===== src/sv/wtob_pkg.sv =====
// Package of the wavetable oscillator bank: sizes, codes and shared types.
`timescale 1ns / 1ps

package wtob_pkg;

	localparam int NUM_OSC     = 4;
	localparam int TABLE_DEPTH = 256;
	localparam int DAC_BITS    = 12;

	localparam int ACTION_W  = 2;
	localparam int OSC_W     = 2;
	localparam int IDX_W     = 8;
	localparam int VAL_W     = 12;
	localparam int PHASE_W   = 16;
	localparam int GAIN_W    = 16;
	localparam int SAMPLE_W  = 16;

	localparam int CNT_W     = (NUM_OSC > 1) ? $clog2(NUM_OSC) : 1;
	localparam int MEM_DEPTH = NUM_OSC * TABLE_DEPTH;
	localparam int MEM_AW    = $clog2(MEM_DEPTH);
	localparam int PROD_W    = VAL_W + GAIN_W;

	typedef logic [ACTION_W-1:0] action_t;

	localparam action_t ACT_TICK  = 2'd0;
	localparam action_t ACT_WRITE = 2'd1;
	localparam action_t ACT_SET   = 2'd2;

	typedef enum logic [2:0] {
		ST_IDLE,
		ST_RUN,
		ST_DRAIN1,
		ST_DRAIN2,
		ST_DONE
	} state_t;

	typedef struct packed {
		logic             clear_mix;
		logic             issue;
		logic [CNT_W-1:0] osc;
		logic             wr_table;
		logic             set_osc;
		logic             load_out;
	} dp_cmd_t;

	typedef struct packed {
		logic out_busy;
	} dp_status_t;

endpackage


===== src/sv/wtob_ctrl.sv =====
// Controller of the oscillator bank: command decode and the per-tick sequencer.
`timescale 1ns / 1ps

module wtob_ctrl (
	input  logic                          clk,
	input  logic                          arst_n,
	input  logic                          in_valid,
	output logic                          in_ready,
	input  logic [wtob_pkg::ACTION_W-1:0] action,
	input  logic [wtob_pkg::OSC_W-1:0]    osc_index,
	input  wtob_pkg::dp_status_t          status,
	output wtob_pkg::dp_cmd_t             cmd
);

	wtob_pkg::state_t               state_q, state_d;
	logic [wtob_pkg::CNT_W-1:0]     cnt_q;
	logic                           last_osc;
	logic                           osc_ok;
	logic                           accept;

	assign last_osc = (cnt_q == wtob_pkg::CNT_W'(wtob_pkg::NUM_OSC - 1));
	assign osc_ok   = (int'(osc_index) < wtob_pkg::NUM_OSC);
	assign accept   = in_valid && in_ready;

	always_ff @(posedge clk or negedge arst_n) begin
		if (!arst_n) begin
			state_q <= wtob_pkg::ST_IDLE;
			cnt_q   <= '0;
		end else begin
			state_q <= state_d;
			if (state_q == wtob_pkg::ST_RUN && !last_osc) begin
				cnt_q <= cnt_q + 1'b1;
			end else begin
				cnt_q <= '0;
			end
		end
	end

	always_comb begin
		state_d = state_q;
		case (state_q)
			wtob_pkg::ST_IDLE: begin
				if (in_valid && action == wtob_pkg::ACT_TICK) begin
					state_d = wtob_pkg::ST_RUN;
				end
			end
			wtob_pkg::ST_RUN: begin
				if (last_osc) begin
					state_d = wtob_pkg::ST_DRAIN1;
				end
			end
			wtob_pkg::ST_DRAIN1: state_d = wtob_pkg::ST_DRAIN2;
			wtob_pkg::ST_DRAIN2: state_d = wtob_pkg::ST_DONE;
			wtob_pkg::ST_DONE: begin
				if (!status.out_busy) begin
					state_d = wtob_pkg::ST_IDLE;
				end
			end
			default: state_d = wtob_pkg::ST_IDLE;
		endcase
	end

	always_comb begin
		in_ready      = 1'b0;
		cmd           = '0;
		cmd.osc       = cnt_q;
		case (state_q)
			wtob_pkg::ST_IDLE: begin
				in_ready      = 1'b1;
				cmd.clear_mix = accept && action == wtob_pkg::ACT_TICK;
				cmd.wr_table  = accept && action == wtob_pkg::ACT_WRITE && osc_ok;
				cmd.set_osc   = accept && action == wtob_pkg::ACT_SET && osc_ok;
			end
			wtob_pkg::ST_RUN: cmd.issue = 1'b1;
			wtob_pkg::ST_DONE: cmd.load_out = !status.out_busy;
			default: ;
		endcase
	end

endmodule


===== config.mk =====
export PLATFORM = sky130hd
export DESIGN_NAME = wtob_ctrl
export DESIGN_NICKNAME = d
export VERILOG_FILES = /design/src/sv/wtob_pkg.sv /design/src/sv/wtob_ctrl.sv
export SDC_FILE = /design/constraint.sdc
export NUM_CORES = 1
export LEC_CHECK = 0
export BUFFER_PORTS_ARGS = -buffer_cell sky130_fd_sc_hd__buf_2
export CAP_MARGIN = 20
export CORE_AREA = 2 2 39 41
export CTS_CLUSTER_DIAMETER = 80
export DETAILED_ROUTE_END_ITERATION = 10
export DIE_AREA = 0 0 41 43
export MAX_ROUTING_LAYER = met4
export SYNTH_ARGS = -nofsm -noshare
export SYNTH_HDL_FRONTEND = slang
export SYNTH_SLANG_ARGS = --single-unit

===== constraint.sdc =====
create_clock -name clk -period 1.5 [get_ports clk]
set_clock_uncertainty 0.1 [all_clocks]
set_input_delay 0.15 -clock clk [delete_from_list [all_inputs] [get_ports clk]]
set_output_delay 0.15 -clock clk [all_outputs]
set_load 0.05 [all_outputs]

# == After elaboration in Yosys (flattened, before gate mapping) ==
# Cells that the tools add are included.
# classes
shift,0
n_div,0
order_cmp,0
eq_ne,10
n_reduce_logical,11
bitwise,0
mul,0
n_addsub,1
muxes,10
# op_table
operator,n
$pmux 3 s5,1
$mux 3,3
$eq 3x2->1 const B,2
$logic_and 1x1->1,6
$ne 2x2->1 const B,3
$eq 2x2->1 const B,2
$mux 1,4
$mux 2,2
$eq 3x1->1 const B,1
$eq 3x3->1 const B,1
$logic_not 3->1,1
$reduce_and 3->1,1
$add 2x1->2 const B,1
$eq 2x1->1 const B,1
$logic_not 1->1,2
$logic_not 2->1,1
# word_totals
register_bits,5
wordCells,34
mem_bits_rw,0
latch_bits,0
output_inout_bits,8
memories,0
rom_bits,0

# == Depth between registers and ports, before layout ==
# Gate-level depths: netlist (run 1).
# depth
depth_word,5
depth_mapped,3

# == Worst setup path after synthesis (run 1) ==
# No wires, ideal clock.
# synth_path
path_kind,flip-flop to output port
from,register state_q[0]
to,output cmd[0] (netlist bit)
slack_ps,-890
path_buffers,1
required_time_ps,1250
path_stages_with_launch,3
t_arrival_ps,2140
path_cell_list,dfrtp_1 -> buf_6 -> nor4b_1
# synth_rtl
item,line,text
start: declaration,wtob_ctrl.sv:15,"wtob_pkg::state_t state_q, state_d;"
start signal: assignment,wtob_ctrl.sv:27,state_q <= wtob_pkg::ST_IDLE;
start signal: assignment,wtob_ctrl.sv:30,state_q <= state_d;
end: declaration,wtob_ctrl.sv:12,output wtob_pkg::dp_cmd_t cmd

==> results.md, run 1 <==
- Final WL: 631 um
- Post-synthesis mux area share: 0%
- Proportion of layout cells with a drive suffix above 1: 70.2%
- H-tree Lvls: 1
- Clock transition at the registers of the reported paths: 0.05 ns
- Clock latency on the worst-skew pair: 0.24 ns
- Design area: 523 um2
- Critical Path AT: 1.58 ns
- Area after DPL: 440 um2
- Final slew viol count: 0
- Register bit total from synthesis: 5
- Initial Util: 21.9%
- Fmax: 546 MHz
- Pre-Repair DR Iteration Count: 2
- Worst stage delay on the critical path: 0.58 ns
- Overall Global Routing Usage: 9.11%
- Grt ovf: 0
- I/O Pins: 16
- Endpoints failing setup: 3
- Wire length per cell: 10.0 um
- Area of the die: 1760 um2
- Compound-gate portion of the synthesized area: 6.20%
- PwrDens: 2010 nW/um2
- Fin crit share: 122%
- Worst path slowest cell: or4b_4
- Routed vias: 278
- Number of global-route vias before repair: 273
- Mean Syn Cell Area: 10.8 um2
- Lkg Pwr: 0.230 nW
- Rel. slew slack: 83.5%
- Yosys warning count: 0
- Max VDD drop: 0.000951 V
- Final Total Pwr: 0.00105 W
- Post-Syn Instances: 28
- Hpwl dp: 496 um
- Port buffer count: 13
- Measured slew at the worst slew-check pin: 0.249 ns
- Post-synthesis simple-gate area fraction: 41.7%
- CP Max Fanout: 3
- Post-route DRC: 0
- CTS root buf: clkbuf_4
- Xor and xnor area share after synthesis: 0%
- Worst Path Required: 1.25 ns
- Setup Total Neg Slack: -0.924 ns
- Max Buffers Root-to-Sink: 2
- Unique masters post-synth: 21
- Die Wd: 41 um
- Adder-cell share of the synthesized area: 4.13%
- Max-Cap Viols: 0
- Post-route ant nets: 0
- Crit path launch type: register
- CTS tree: done
- Synthesized net count: 37
- Tmin final: 1.83 ns
- Area of the core: 1380 um2
- Crit. End Element: output port
- CP cell instances: or4b_4 > nor3b_4 > buf_6
- Sink Count: 5
- Hold Path Class: input port to register
- Placed Cells: 58
- Run status: finished, violations left
- Num CTS Buffers: 3
- First-pass GRT wire length: 1020 um
- Worst hold margin: 0.129 ns
- Final nets: 57
- Cell row count: 14
- Antenna violations before repair: 0
- Setup CP Type: register to output port
- GP Congestion: 0.694
- Finished Layout Cells: 63
- Largest net degree at the start of global routing: 10
- RSZ-0062 raised after global routing: yes
- Hold Fails Final Rpt: 0
- Die Y: 43 um
- Post-Syn Area: 303 um2
- Via density: 4.41
- Failing checks: setup timing
- Diodes inserted: 0
- Final worst setup slack: -0.331 ns
- Drt initial violations: 5
- Largest family of logic cells by synthesized area: simple AND/OR/NAND/NOR gates
- Seq/Total Area, Yosys: 41.3%
- Area delta synth->final: 72.7%
[metrics by stage]
stage | util, % | setup slack [ns]
6_report | 37.8 | -0.331
4_1_cts | 36.0 | -0.341
5_1_grt | 37.8 | -0.404
2_1_floorplan | - | -0.301
3_5_place_dp | 31.8 | -0.181
3_3_place_gp | 31.8 | -0.165
[path summary, 6_finish.rpt]
kind	startpoint	endpoint	slack, ns	cells after the start
max in group asynchronous	arst_n	cnt_q[0]	1.00	2
max reg2reg	cnt_q[0]	cnt_q[1]	0.10	3
min	status	state_q[2]	0.13	3
min reg2reg	cnt_q[0]	cnt_q[0]	0.34	1
min in group asynchronous	arst_n	state_q[0]	0.15	2
max	state_q[0]	cmd[2]	-0.33	3
[cell families (layout without fill, tap and decap cells)]
group,Yosys count,count (layout)
AO/OA/AOI/OAI,3,3
adder cells (fa/ha/maj),1,1
buffers and inverters,3,22
flip-flops,5,5
AND/OR/NAND/NOR,16,16
[area by class of cell]
cell class	count	area, um2
fill	139	861
multi-input combinational	20	213
timing repair buffer	17	131
sequential	5	129
clock buffer	4	26.3
tap	16	20.0
inverter	1	3.75
[worst max-delay path: cells and delay by family, from the launching register on]
kind	cells	cell delay [ns]
buffers and inverters	1	0.18
AND/OR/NAND/NOR	2	0.78
flip-flops	1	0.38
[power by group]
group          switching, W  internal (W)  total [W]
clock network     0.0000544      0.000101   0.000155
registers         0.0000281      0.000186   0.000214
logic              0.000418      0.000262   0.000680
[synth_stat cells (all sizes together)]
master / number / area (um2)
a21oi: 1 / 5.00
nor2: 2 / 7.51
o21ai: 1 / 5.00
nand3b: 1 / 7.51
inv: 1 / 3.75
nor4b: 1 / 8.76
or3b: 1 / 8.76
dfrtp: 5 / 125
nand2: 1 / 3.75
buf: 2 / 16.3
nand4bb: 1 / 11.3
o221ai: 1 / 8.76
or4b: 2 / 23.8
or2: 1 / 6.26
nand2b: 1 / 6.26
ha: 1 / 12.5
nor3: 2 / 10.0
nor3b: 3 / 32.5
[registers in the layout, summed over array words and instances (netlist names)]
register  count
state_q       3
cnt_q         2
[what timing repair did]
action / in CTS / in global routing
endpoints found under the hold margin: 5 / 0
gates resized for setup: 7 / 8
endpoints found under the setup margin: 4 / 8
pin swaps: 2 / 0
buffers inserted: 0 / 0
hold buffers: 1 / 0
[cell usage in the layout, fill, tap and decap left out, drive strengths merged]
| master | netlist | layout |
|---|---|---|
| a21oi | 1 | 1 |
| buf | 2 | 16 |
| clkbuf | 0 | 4 |
| dfrtp | 5 | 5 |
| dlygate4sd3 | 0 | 1 |
| ha | 1 | 1 |
| inv | 1 | 1 |
| nand2 | 1 | 1 |
| nand2b | 1 | 1 |
| nand3b | 1 | 1 |
| nand4bb | 1 | 1 |
| nor2 | 2 | 2 |
| nor3 | 2 | 2 |
| nor3b | 3 | 3 |
| nor4b | 1 | 1 |
| o21ai | 1 | 1 |
| o221ai | 1 | 1 |
| or2 | 1 | 1 |
| or3b | 1 | 1 |
| or4b | 2 | 2 |
[metal layers]
metal / share of wire (%) / track usage, % / vias to the layer above
met2: 53 / 14.4 / 12
met5: 0 / - / -
li1: - / - / 142
met3: 8.7 / 6.28 / 0
met1: 38 / 8.85 / 124
met4: 0 / 2.00 / 0
Power figures use the tool's default switching activity.
==> run 2: changes to the inputs <==
Settings changed: ABC_AREA from default to 1.
==> run 2 against run 1 <==
Net effect:
- the flow still finishes with violations (setup timing)
- power up 24%
- worst setup slack better by 0.33 ns
- via count up 18%
- critical path depth up 2
- routed wire length up 5.9%
- hold slack better by 0.020 ns
- register-to-register slack better by 0.18 ns
- non-clock buffer count up 4
- sequential share of layout area down 0.99 points
- final cell count up 24%
- utilization up 0.81 points
- critical path type unchanged
==> results.md, run 2 <==
- Post-Syn Instances: 37 (+32%)
- Post-route ant nets: 0 (unchanged)
- Setup CP Type: register to output port
- Crit path launch type: register
- Clock transition at the registers of the reported paths: 0.04 ns (about the same)
- Synth cell count leaders: 7 x inv_1, 5 x dfrtp_1, 4 x nand3_1, 4 x nor2_1
- Combinational power share: 68.9% (+4.1 points)
- Die Wd: 41 um (unchanged)
- CTS root buf: clkbuf_4
- Filler cell count: 151 (+8.6%)
- Placed Cells: 68 (+17%)
- Largest net degree at the start of global routing: 7 (-3)
- Hold Fails Final Rpt: 0 (unchanged)
- Worst stage delay on the critical path: 0.39 ns (-0.19 ns)
- Post-Syn Area: 303 um2 (unchanged)
- Crit. End Element: output port
- Most flops, register: state_q
- Grt ovf: 0 (unchanged)
- Net Switching: 0.000666 W (+33%)
- Area of the die: 1760 um2 (unchanged)
- Wire length per cell: 8.56 um (-14%)
- Seq pwr share: 19.5% (-0.9 points)
- Biggest regs: state_q x3, cnt_q x2
- Via density: 4.21 (-4.7%)
- Routed vias: 328 (+18%)
- Buf/Inv on CP: 3 (+2)
- Max-Cap Viols: 0 (unchanged)
- Register bit total from synthesis: 5 (unchanged)
- GP Congestion: 0.649 (-6.5%)
- Drt initial violations: 2 (-3)
- Max reg flops: 3 (unchanged)
- P_int: 0.000637 W (+16%)
- Largest cells by area after synthesis: dfrtp_1 41%, inv_1 8.7%, nand3_1 6.6%, nor3_2 6.6%, nand2_2 6.2%
- Switch share: 51.1% (+3.4 points)
- Overall Global Routing Usage: 8.80% (-0.31 points)
- Num CTS Buffers: 3 (unchanged)
- Die Y: 43 um (unchanged)
- Cell row count: 14 (unchanged)
- Failing checks: setup timing
- Most common cell in the synthesized netlist: inv_1
- I/O Pins: 16 (unchanged)
- Area delta synth->final: 76.4%
- Commonest non-fill, non-tap cell in the layout: buf_2
- RSZ-0062 raised after global routing: yes
- Fmax: 666 MHz (+22%)
- Antenna violations before repair: 0 (unchanged)
- Final WL: 668 um (+5.9%)
- Seq/Total Area, Yosys: 41.3% (unchanged)
- Critical Path AT: 1.25 ns (-0.33 ns)
- Hold Path Class: input port to async pin
- Run status: finished, violations left
- Power share of the clock group: 11.6% (-3.2 points)
- Hpwl dp: 515 um (+4.0%)
- Crit path max-delay family: flip-flops
- PwrDens: 2440 nW/um2 (+22%)
- Share of the synthesized area in the top cell type: 41.3% (unchanged)
- Fin crit share: 100% (-22 points)
- Worst Path Required: 1.25 ns (about the same)
- Unique masters post-synth: 15 (-29%)
- Mean Syn Cell Area: 8.18 um2 (-24%)
- Final Total Pwr: 0.00130 W (+24%)
- Rel. slew slack: 83.6% (about the same)
- CP cell instances: buf_6 > nor2_4 > inv_2 > nor3_4 > buf_6
- Final nets: 72 (+26%)
- Post-synth top area cell: dfrtp_1
- Worst path slowest cell: dfrtp_1
- Measured slew at the worst slew-check pin: 0.248 ns (-0.000755 ns)
- Finished Layout Cells: 78 (+24%)
- Max Buffers Root-to-Sink: 2 (unchanged)
- Post-synth EDFFs: 0 (unchanged)
- First-pass GRT wire length: 1030 um (+0.69%)
- Final worst setup slack: -0.000668 ns (+0.330 ns)
- Clock latency on the worst-skew pair: 0.24 ns (about the same)
- Top cell by count, worst path: buf_6
- Max VDD drop: 0.000861 V (-9.4%)
- Diodes inserted: 0 (unchanged)
- Pre-Repair DR Iteration Count: 3 (+1)
- Port buffer count: 13 (unchanged)
- Lkg Pwr: 0.281 nW (+22%)
- Area of the core: 1380 um2 (unchanged)
- CTS tree: done
- Yosys warning count: 0 (unchanged)
- Synthesized net count: 46 (+24%)
- Tmin final: 1.50 ns (-0.330 ns)
- Post-route DRC: 0 (unchanged)
- Number of global-route vias before repair: 315 (+15%)
- Synth async-reset ratio: 100% (unchanged)
- CP Max Fanout: 3 (unchanged)
- Initial Util: 21.9% (unchanged)
- Proportion of layout cells with a drive suffix above 1: 61.3% (-8.9 points)
- Final slew viol count: 0 (unchanged)
- Sink Count: 5 (unchanged)
- Endpoints failing setup: 1 (-2)
- H-tree Lvls: 1 (unchanged)
- Post-synth top flop: dfrtp_1
- Most frequent cells in the layout: 8 x buf_2, 6 x buf_4, 5 x inv_1, 5 x clkbuf_4
[run 2: changes by cell type after synthesis, moves of 2 or more]
cell     previous run  this run
nand3_1             0         4
nand2_2             0         3
inv_1               1         7
nor3b_2             2         0
nor3_2              0         2
nor2_1              2         4
[run 2: power by group through the flow]
stage	Combinational (W)	Clock [W]	Sequential, W
floorplan	0.000453	0	0.000331
global placement	0.000699	0	0.000243
global route	0.000986	0.000164	0.000258
finish	0.000898	0.000151	0.000253
detailed placement	0.000705	0	0.000244
CTS	0.000847	0.000159	0.000245
[run 2: kinds of logic (layout without fill, tap and decap cells)]
group	after synthesis	in the layout	synth area share (%)
compound gates	1	1	1.65
fa+ha+maj	1	1	4.13
buf+inv	8	33	9.92
flops	5	5	41.3
simple gates	22	22	43.0
[run 2: final timing paths]
path | cells after the start | slack (ns) | end | startpoint
max | 5 | -0.0007 | cmd[0] | state_q[0]
min | 2 | 0.15 | cnt_q[1] | arst_n
max reg2reg | 8 | 0.28 | state_q[0] | state_q[0]
min reg2reg | 1 | 0.35 | cnt_q[0] | cnt_q[0]
max in group asynchronous | 2 | 1.01 | state_q[1] | arst_n
min in group clk | 3 | 0.19 | state_q[2] | status
[run 2: through the flow]
step                        TNS, ns  hold WS (ns)  util, %  instance area [um2]  setup WS, ns
final                     -0.000668         0.149     38.6                  534     -0.000668
after global routing         -0.185         0.171     38.6                  534       -0.0705
after CTS                   -0.0540         0.144     36.9                  510       -0.0307
after detailed placement          0        -0.131     29.8                  413         0.146
after global placement            0        -0.132     29.8                  413         0.165
after floorplan               -1.03        -0.246        -                  313        -0.357
[run 2: routing by layer]
metal,share of wire (%),global-route usage [%],vias to the layer above
met3,4.8,1.57,0
met1,40,8.85,152
li1,-,-,167
met2,55,14.4,9
met5,0,-,-
met4,0,6.00,0
[run 2: final cells by class]
cell class / instances / area (um2) / share of cell area (%)
Inverter: 8 / 30.0 / 5.62
Timing Repair Buffer: 21 / 155 / 29.0
Sequential cell: 5 / 126 / 23.7
Multi-Input combinational cell: 24 / 176 / 33.0
Clock buffer: 4 / 26.3 / 4.92
Tap cell: 16 / 20.0 / 3.75
[run 2: repair_timing]
action                                 in CTS  in global routing
pin swaps                                   1                  2
hold buffers                                1                  0
endpoints found under the hold margin       5                  0
setup buffers                               5                  0
gates resized for setup                     8                  8
setup endpoints to repair                   3                  5
